<file path="src/hdl/mavw_pkg.sv">
// Shared constants and types for the moving average window block.
package mavw_pkg;

  localparam int WINDOW_DEPTH = 256;
  localparam int IDX_W        = $clog2(WINDOW_DEPTH);
  localparam int SAMPLE_W     = 16;
  localparam int AVG_W        = 16;
  localparam int SUM_W        = 24;
  localparam int CNT_W        = 8;
  localparam int LIMIT_CAP    = (WINDOW_DEPTH < 255) ? WINDOW_DEPTH : 255;
  localparam int DIV_CNT_W    = $clog2(SUM_W + 1);

  localparam logic [CNT_W-1:0] WINDOW_RESET = CNT_W'(16);

  localparam logic REQ_PUSH  = 1'b0;
  localparam logic REQ_CLEAR = 1'b1;

  typedef struct packed {
    logic             start;
    logic             neg;
    logic [SUM_W-1:0] mag;
    logic [CNT_W-1:0] divisor;
  } div_req_t;

  typedef struct packed {
    logic             done;
    logic [AVG_W-1:0] quotient;
  } div_rsp_t;

endpackage

</file>
<file path="src/hdl/mavw_ram.sv">
// Generic single-write, single-read synchronous RAM with registered read data.
module mavw_ram #(
  parameter int WIDTH = 16,
  parameter int DEPTH = 256,
  localparam int AW   = (DEPTH > 1) ? $clog2(DEPTH) : 1
) (
  input  logic             clk,
  input  logic             we,
  input  logic [AW-1:0]    waddr,
  input  logic [WIDTH-1:0] wdata,
  input  logic             re,
  input  logic [AW-1:0]    raddr,
  output logic [WIDTH-1:0] rdata
);

  logic [WIDTH-1:0] mem [DEPTH];
  logic [WIDTH-1:0] rdata_r;

  always_ff @(posedge clk) begin
    if (we) begin
      mem[waddr] <= wdata;
    end
    if (re) begin
      rdata_r <= mem[raddr];
    end
  end

  assign rdata = rdata_r;

endmodule

</file>
<file path="src/hdl/mavw_div.sv">
// Restoring divider, one quotient bit per cycle, signed sum by unsigned count.
module mavw_div (
  input  logic               clk,
  input  logic               rst_n,
  input  mavw_pkg::div_req_t req,
  output mavw_pkg::div_rsp_t rsp
);

  localparam int SW = mavw_pkg::SUM_W;
  localparam int CW = mavw_pkg::CNT_W;
  localparam int DW = mavw_pkg::DIV_CNT_W;
  localparam int AW = mavw_pkg::AVG_W;

  logic          busy_r, busy_nxt;
  logic          done_r, done_nxt;
  logic [DW-1:0] cnt_r, cnt_nxt;
  logic [SW-1:0] q_r, q_nxt;
  logic [CW-1:0] rem_r, rem_nxt;
  logic [CW-1:0] dvs_r, dvs_nxt;
  logic          neg_r, neg_nxt;

  logic [CW:0]   rem_sh;
  logic [CW:0]   rem_diff;
  logic          ge;

  always_comb begin
    rem_sh   = {rem_r, q_r[SW-1]};
    ge       = rem_sh >= {1'b0, dvs_r};
    rem_diff = rem_sh - {1'b0, dvs_r};

    busy_nxt = busy_r;
    done_nxt = 1'b0;
    cnt_nxt  = cnt_r;
    q_nxt    = q_r;
    rem_nxt  = rem_r;
    dvs_nxt  = dvs_r;
    neg_nxt  = neg_r;

    if (req.start) begin
      busy_nxt = 1'b1;
      cnt_nxt  = DW'(SW);
      q_nxt    = req.mag;
      rem_nxt  = '0;
      dvs_nxt  = req.divisor;
      neg_nxt  = req.neg;
    end else if (busy_r) begin
      q_nxt   = {q_r[SW-2:0], ge};
      rem_nxt = ge ? rem_diff[CW-1:0] : rem_sh[CW-1:0];
      cnt_nxt = cnt_r - 1'b1;
      if (cnt_r == DW'(1)) begin
        busy_nxt = 1'b0;
        done_nxt = 1'b1;
      end
    end
  end

  always_ff @(posedge clk) begin
    if (!rst_n) begin
      busy_r <= 1'b0;
      done_r <= 1'b0;
      cnt_r  <= '0;
    end else begin
      busy_r <= busy_nxt;
      done_r <= done_nxt;
      cnt_r  <= cnt_nxt;
    end
    q_r   <= q_nxt;
    rem_r <= rem_nxt;
    dvs_r <= dvs_nxt;
    neg_r <= neg_nxt;
  end

  assign rsp.done     = done_r;
  assign rsp.quotient = neg_r ? (AW'(0) - q_r[AW-1:0]) : q_r[AW-1:0];

endmodule

</file>
<file path="src/hdl/moving_average_window.sv">
// Moving average window: sample store, running sum, drop sequencer and divider.
//
//   port group | dir | flow control         | payload
//   in_        | in  | in_valid / in_ready  | in_req_type, in_sample
//   out_       | out | out_valid / out_ready| out_average, out_count
//   cfg_       | in  | cfg_wr_en            | cfg_wr_data (window size)
//
// One request at a time: accept, then per dropped sample a RAM read and a
// subtract, then append, the serial divide, and loading of the output; a
// clear goes straight from accept to loading the output.
// The RAM read is registered, so each drop waits on it before the subtract.
// Reset (synchronous) empties the window and sets the window size to 16.
// A request is taken while the previous result still waits on out_ready.
module moving_average_window (
  input  logic                           clk,
  input  logic                           rst_n,
  input  logic                           in_valid,
  output logic                           in_ready,
  input  logic                           in_req_type,
  input  logic signed [mavw_pkg::SAMPLE_W-1:0] in_sample,
  output logic                           out_valid,
  input  logic                           out_ready,
  output logic signed [mavw_pkg::AVG_W-1:0]    out_average,
  output logic [mavw_pkg::CNT_W-1:0]     out_count,
  input  logic                           cfg_wr_en,
  input  logic [mavw_pkg::CNT_W-1:0]     cfg_wr_data
);

  localparam int IW  = mavw_pkg::IDX_W;
  localparam int SW  = mavw_pkg::SUM_W;
  localparam int CW  = mavw_pkg::CNT_W;
  localparam int XW  = mavw_pkg::SAMPLE_W;
  localparam int AW  = mavw_pkg::AVG_W;
  localparam int PW  = ((IW > CW) ? IW : CW) + 1;

  localparam logic [2:0] ST_IDLE     = 3'd0;
  localparam logic [2:0] ST_DROP_RD  = 3'd1;
  localparam logic [2:0] ST_DROP_SUB = 3'd2;
  localparam logic [2:0] ST_APPEND   = 3'd3;
  localparam logic [2:0] ST_DIV      = 3'd4;
  localparam logic [2:0] ST_FIN      = 3'd5;

  logic [2:0]    state_r, state_nxt;
  logic [CW-1:0] window_r, window_nxt;
  logic [SW-1:0] sum_r, sum_nxt;
  logic [IW-1:0] oldest_r, oldest_nxt;
  logic [CW-1:0] held_r, held_nxt;
  logic [XW-1:0] smp_r, smp_nxt;
  logic [AW-1:0] res_avg_r, res_avg_nxt;
  logic          out_valid_r, out_valid_nxt;
  logic [AW-1:0] out_average_r, out_average_nxt;
  logic [CW-1:0] out_count_r, out_count_nxt;

  logic [CW-1:0] limit;
  logic [PW-1:0] slot_sum;
  logic [PW-1:0] slot_wrap;
  logic [IW-1:0] oldest_inc;
  logic [XW-1:0] ram_rdata;
  logic          ram_we;
  logic          ram_re;
  logic [CW-1:0] held_dec;
  logic [SW-1:0] sum_add;

  mavw_pkg::div_req_t div_req;
  mavw_pkg::div_rsp_t div_rsp;

  mavw_ram #(
    .WIDTH(XW),
    .DEPTH(mavw_pkg::WINDOW_DEPTH)
  ) u_store (
    .clk   (clk),
    .we    (ram_we),
    .waddr (slot_wrap[IW-1:0]),
    .wdata (smp_r),
    .re    (ram_re),
    .raddr (oldest_r),
    .rdata (ram_rdata)
  );

  mavw_div u_div (
    .clk   (clk),
    .rst_n (rst_n),
    .req   (div_req),
    .rsp   (div_rsp)
  );

  assign limit = (window_r > CW'(mavw_pkg::LIMIT_CAP)) ? CW'(mavw_pkg::LIMIT_CAP) : window_r;
  assign slot_sum   = PW'(oldest_r) + PW'(held_r);
  assign slot_wrap  = (slot_sum >= PW'(mavw_pkg::WINDOW_DEPTH)) ?
                      (slot_sum - PW'(mavw_pkg::WINDOW_DEPTH)) : slot_sum;
  assign oldest_inc = (oldest_r == IW'(mavw_pkg::WINDOW_DEPTH - 1)) ? '0 : oldest_r + 1'b1;
  assign held_dec   = held_r - 1'b1;
  assign sum_add    = sum_r + {{(SW-XW){smp_r[XW-1]}}, smp_r};

  assign ram_we = (state_r == ST_APPEND);
  assign ram_re = (state_r == ST_DROP_RD);
  assign in_ready = (state_r == ST_IDLE);

  always_comb begin
    div_req.start   = (state_r == ST_APPEND);
    div_req.neg     = sum_add[SW-1];
    div_req.mag     = sum_add[SW-1] ? (SW'(0) - sum_add) : sum_add;
    div_req.divisor = held_r + 1'b1;
  end

  always_comb begin
    state_nxt       = state_r;
    window_nxt      = cfg_wr_en ? cfg_wr_data : window_r;
    sum_nxt         = sum_r;
    oldest_nxt      = oldest_r;
    held_nxt        = held_r;
    smp_nxt         = smp_r;
    res_avg_nxt     = res_avg_r;
    out_valid_nxt   = out_valid_r;
    out_average_nxt = out_average_r;
    out_count_nxt   = out_count_r;

    if (out_valid_r && out_ready) begin
      out_valid_nxt = 1'b0;
    end

    unique case (state_r)
      ST_IDLE: begin
        if (in_valid) begin
          smp_nxt = in_sample;
          if (in_req_type == mavw_pkg::REQ_CLEAR || limit == '0) begin
            sum_nxt     = '0;
            oldest_nxt  = '0;
            held_nxt    = '0;
            res_avg_nxt = '0;
            state_nxt   = ST_FIN;
          end else if (held_r >= limit) begin
            state_nxt = ST_DROP_RD;
          end else begin
            state_nxt = ST_APPEND;
          end
        end
      end
      ST_DROP_RD: begin
        state_nxt = ST_DROP_SUB;
      end
      ST_DROP_SUB: begin
        sum_nxt    = sum_r - {{(SW-XW){ram_rdata[XW-1]}}, ram_rdata};
        oldest_nxt = oldest_inc;
        held_nxt   = held_dec;
        state_nxt  = (held_dec >= limit) ? ST_DROP_RD : ST_APPEND;
      end
      ST_APPEND: begin
        sum_nxt   = sum_add;
        held_nxt  = held_r + 1'b1;
        state_nxt = ST_DIV;
      end
      ST_DIV: begin
        if (div_rsp.done) begin
          res_avg_nxt = div_rsp.quotient;
          state_nxt   = ST_FIN;
        end
      end
      ST_FIN: begin
        if (!out_valid_r || out_ready) begin
          out_valid_nxt   = 1'b1;
          out_average_nxt = res_avg_r;
          out_count_nxt   = held_r;
          state_nxt       = ST_IDLE;
        end
      end
      default: begin
        state_nxt = ST_IDLE;
      end
    endcase
  end

  always_ff @(posedge clk) begin
    if (!rst_n) begin
      state_r     <= ST_IDLE;
      window_r    <= mavw_pkg::WINDOW_RESET;
      sum_r       <= '0;
      oldest_r    <= '0;
      held_r      <= '0;
      out_valid_r <= 1'b0;
    end else begin
      state_r     <= state_nxt;
      window_r    <= window_nxt;
      sum_r       <= sum_nxt;
      oldest_r    <= oldest_nxt;
      held_r      <= held_nxt;
      out_valid_r <= out_valid_nxt;
    end
    smp_r         <= smp_nxt;
    res_avg_r     <= res_avg_nxt;
    out_average_r <= out_average_nxt;
    out_count_r   <= out_count_nxt;
  end

  assign out_valid   = out_valid_r;
  assign out_average = out_average_r;
  assign out_count   = out_count_r;

  a_held_cap: assert property (@(posedge clk) disable iff (!rst_n)
    held_r <= CW'(mavw_pkg::LIMIT_CAP))
    else $error("held count above store limit");

  a_empty_sum: assert property (@(posedge clk) disable iff (!rst_n)
    (state_r == ST_IDLE && held_r == '0) |-> sum_r == '0)
    else $error("empty window with nonzero sum");

  a_div_done: assert property (@(posedge clk) disable iff (!rst_n)
    div_rsp.done |-> state_r == ST_DIV)
    else $error("divider result outside divide phase");

  a_accept_leaves_idle: assert property (@(posedge clk) disable iff (!rst_n)
    (in_valid && in_ready) |=> state_r != ST_IDLE)
    else $error("request accepted without leaving idle");

endmodule

</file>
<file path="config.mk">
export PLATFORM = sky130hd
export DESIGN_NAME = moving_average_window
export DESIGN_NICKNAME = d
export VERILOG_FILES = /design/src/hdl/mavw_pkg.sv /design/src/hdl/mavw_ram.sv /design/src/hdl/mavw_div.sv /design/src/hdl/moving_average_window.sv
export SDC_FILE = /design/constraint.sdc
export NUM_CORES = 2
export LEC_CHECK = 0
export BUFFER_PORTS_ARGS = -buffer_cell sky130_fd_sc_hd__buf_2
export CAP_MARGIN = 25
export CORE_ASPECT_RATIO = 1.25
export CORE_UTILIZATION = 45
export DETAILED_ROUTE_END_ITERATION = 6
export SLEW_MARGIN = 15
export SYNTH_ARGS = -nofsm -noshare
export SYNTH_HDL_FRONTEND = slang
export SYNTH_HIERARCHICAL = 1
export SYNTH_SLANG_ARGS = --single-unit
</file>
<file path="constraint.sdc">
create_clock -name clk -period 19.1 [get_ports clk]
set_input_delay 2.865 -clock clk [delete_from_list [all_inputs] [get_ports clk]]
set_output_delay 2.865 -clock clk [all_outputs]
set_load 0.03 [all_outputs]
</file>
==> run summary <==
leakage - 57.8 nW
number of warnings reported in the yosys synthesis log - 6
largest fanout on the critical path - 108
total CTS buffers - 411
die area - 0.379 mm^2
fraction of registers with async set/reset - 0
number of synthesized flops with an enable pin - 4201
clock skew after layout - 64.3 ps
routed via count divided by cell count - 6.16
library cell contributing the largest single delay on the critical path - sky130_fd_sc_hd__buf_4
setup repair after global routing missed its margin - false
most used flip-flop cell after synthesis - sky130_fd_sc_hd__edfxtp_1
power per standard cell area - 122 mW/mm^2
via count of the first global-routing pass - 86781
maximum operating frequency - 149 MHz
clock-pin slew reported for the worst setup and hold paths after clock tree synthesis - 60 ps
number of buffer cells added on primary ports - 55
reg-to-reg setup timing slack - 12400 ps
number of sinks on the clock net - 4268
routed len/inst - 33.0 um
master cell of the clock root buffer - sky130_fd_sc_hd__clkbuf_16
TritonCTS clock tree - built
gr usage total - 0.245
ports placed on the boundary - 56
fin cells - 14139
placer congestion estimate - 0.881
H-tree depth - 5
Total Nets Final - 8975
residual antenna-violating net count after detailed routing - 0
buffering stage count on the worst path with inverters included - 5
Synth area leader - sky130_fd_sc_hd__edfxtp_1
Placed Cells - 13363
fraction of the yosys area taken by sequential cells - 0.753
fraction of layout instances using a drive strength above 1 - 0.230
remaining global-route overflow - 0
most frequent cell after synthesis - sky130_fd_sc_hd__edfxtp_1
number of violations of the max-capacitance limit - 0
delay of the slowest cell on the worst path - 840 ps
maximum number of pins on one net before global-route repair - 197
Slew headroom - 0.149
total of endpoints with negative setup slack in the final report - 0
setup fix buffers added after clock tree synthesis - 0
worst IR drop on VDD - 0.0849 mV
fin crit share - 0.351
post-synth cell types - 94
cell types with the largest area share after synthesis - sky130_fd_sc_hd__edfxtp_1 74%, sky130_fd_sc_hd__mux4_2 11%, sky130_fd_sc_hd__mux2i_1 3.4%
average size of a mapped cell - 20.1 um^2
Arrival @ worst endpoint - 7360 ps
required time at the endpoint of the critical path - 19770 ps
cell types with the highest counts after synthesis - 4201 x sky130_fd_sc_hd__edfxtp_1, 797 x sky130_fd_sc_hd__mux4_2, 582 x sky130_fd_sc_hd__mux2i_1
# resized after CTS - 0
number of nets produced by synthesis - 8564
first-pass GRT wire length - 656000 um
Worst-Skew Late Latency - 1040 ps
Total Routed Length - 467000 um
number of DRC markers in iteration 0 - 10083
CP top delay family - buffers and inverters
Core ar. - 0.374 mm^2
Hold Path Class - flop to flop
startpoint types - flop
number of rows in the core area - 251
Critical Setup Path Class - flop to flop
series of cell instances along the critical path - buf_12 > buf_4 > buf_4 > buf_4 > mux4_2 > mux2_2 > a221oi_1 > buf_4 > o31ai_1 > o32ai_1 > nor4_1
Final HPWL DP - 281000 um
DRC violation count after routing - 0
total negative slack - 0 ps
Netlist Area Pre-Place - 0.169 mm^2
count of TritonRoute iterations in the first routing pass - 6
fin crit period - 6700 ps
effective utilization at floorplan - 0.452
hold buffer count at cts - 0
horizontal die dimension - 551 um
vias after detailed routing - 87037
deepest clock path buffer count - 4
total of flip-flops plus latches after synthesis - 4268
synthesis-to-finish area growth - 12.5%
count of pins over their slew limit - 0
antenna violations before repair - 15
most frequent cell on the critical path - sky130_fd_sc_hd__buf_4
slew at the pin closest to its max-slew limit - 1270 ps
gate count of the mapped netlist - 8446
final hold viol count - 0
run status - completed
post-synth top area share - 0.745
critical path endpoint category - flop
floorplan die height - 688 um
## path summary, 6_finish.rpt
kind           startpoint          endpoint  cells after the start
max reg2reg   oldest_r[0]  u_store/rdata[0]                     11
max           oldest_r[0]  u_store/rdata[0]                     11
min reg2reg  res_avg_r[7]    out_average[7]                      0
min          res_avg_r[7]    out_average[7]                      0
## cell usage in the layout (no fill, tap or decap), types with 92 or more instances in the layout
| cell | count |
|---|---|
| sky130_fd_sc_hd__clkbuf_16 | 418 |
| sky130_fd_sc_hd__mux2i_1 | 582 |
| sky130_fd_sc_hd__mux2_2 | 112 |
| sky130_fd_sc_hd__nor3_1 | 101 |
| sky130_fd_sc_hd__mux4_2 | 797 |
| sky130_fd_sc_hd__o221ai_1 | 254 |
| sky130_fd_sc_hd__nand2_1 | 99 |
| sky130_fd_sc_hd__a21oi_1 | 234 |
| sky130_fd_sc_hd__o22ai_1 | 150 |
| sky130_fd_sc_hd__edfxtp_1 | 4201 |
| sky130_fd_sc_hd__o21ai_0 | 100 |
| sky130_fd_sc_hd__buf_4 | 386 |
| sky130_fd_sc_hd__nor2_1 | 306 |
| sky130_fd_sc_hd__clkinv_1 | 92 |
## state kept, by name, indices dropped and copies added (netlist names), 3 cells and up
signal,cells
u_div/dvs_r,8
u_div/cnt_r,5
window_r,8
smp_r,16
u_div/rem_r,8
out_average,16
held_r,8
res_avg_r,16
u_store/rdata,16
out_count,8
state_r,3
u_div/q_r,24
u_store/mem,4096
oldest_r,8
sum_r,24
## area by class of cell
class / instances / area, um^2
clock inverter: 251 / 2720
fill: 29586 / 184000
antenna: 13 / 32.5
timing repair buffer: 488 / 3990
multi-input combinational: 3618 / 39100
tap: 4933 / 6170
inverter: 70 / 277
clock buffer: 498 / 10700
sequential: 4268 / 128000
## stage by stage
| step | setup WS [ps] | area (um^2) | utilization | hold WS [ps] | total power [W] |
|---|---|---|---|---|---|
| floorplan | 12280 | 169000 | - | 400 | 0.0143 |
| global placement | 12360 | 176000 | 0.471 | 407 | 0.0152 |
| detailed placement | 12420 | 177000 | 0.472 | 405 | 0.0153 |
| CTS | 12380 | 190000 | 0.508 | 420 | 0.0234 |
| global route | 12040 | 191000 | 0.509 | 426 | 0.0240 |
| finish | 12400 | 191000 | 0.509 | 418 | 0.0233 |
## worst reg2reg max path, cell delays in order (launching register included)
cell,delay (ps)
sky130_fd_sc_hd__dfxtp_4,800
sky130_fd_sc_hd__buf_12,680
sky130_fd_sc_hd__buf_4,830
sky130_fd_sc_hd__buf_4,870
sky130_fd_sc_hd__buf_4,890
sky130_fd_sc_hd__mux4_2,650
sky130_fd_sc_hd__mux2_2,270
sky130_fd_sc_hd__a221oi_1,290
sky130_fd_sc_hd__buf_4,180
sky130_fd_sc_hd__o31ai_1,90
sky130_fd_sc_hd__o32ai_1,660
sky130_fd_sc_hd__nor4_1,160
## cells by family after synthesis
group | count (synthesis) | synth area share
fa+ha+maj | 88 | 0.00668
buf+inv | 560 | 0.0183
simple gates | 879 | 0.0248
compound gates | 1058 | 0.0442
mux | 1491 | 0.148
flops | 4268 | 0.753
xor+xnor | 102 | 0.00536
## report_power, final
| part | total (W) | switching [W] | internal, W | leakage, nW |
|---|---|---|---|---|
| logic | 0.00398 | 0.00252 | 0.00145 | 13.0 |
| clock network | 0.00816 | 0.00357 | 0.00459 | 6.49 |
| registers | 0.0111 | 0.000130 | 0.0110 | 38.3 |
| total | 0.0233 | 0.00622 | 0.0171 | 57.8 |
## per-layer routing
| metal | GRT usage | part of all wire | vias to the layer above |
|---|---|---|---|
| met2 | 0.402 | 0.49 | 3752 |
| met5 | 0 | 0.00011 | - |
| met3 | 0.0377 | 0.073 | 730 |
| met4 | 0.115 | 0.052 | 8 |
| met1 | 0.322 | 0.39 | 46476 |
| li1 | - | - | 36071 |
(Power assumes the default switching activity.)
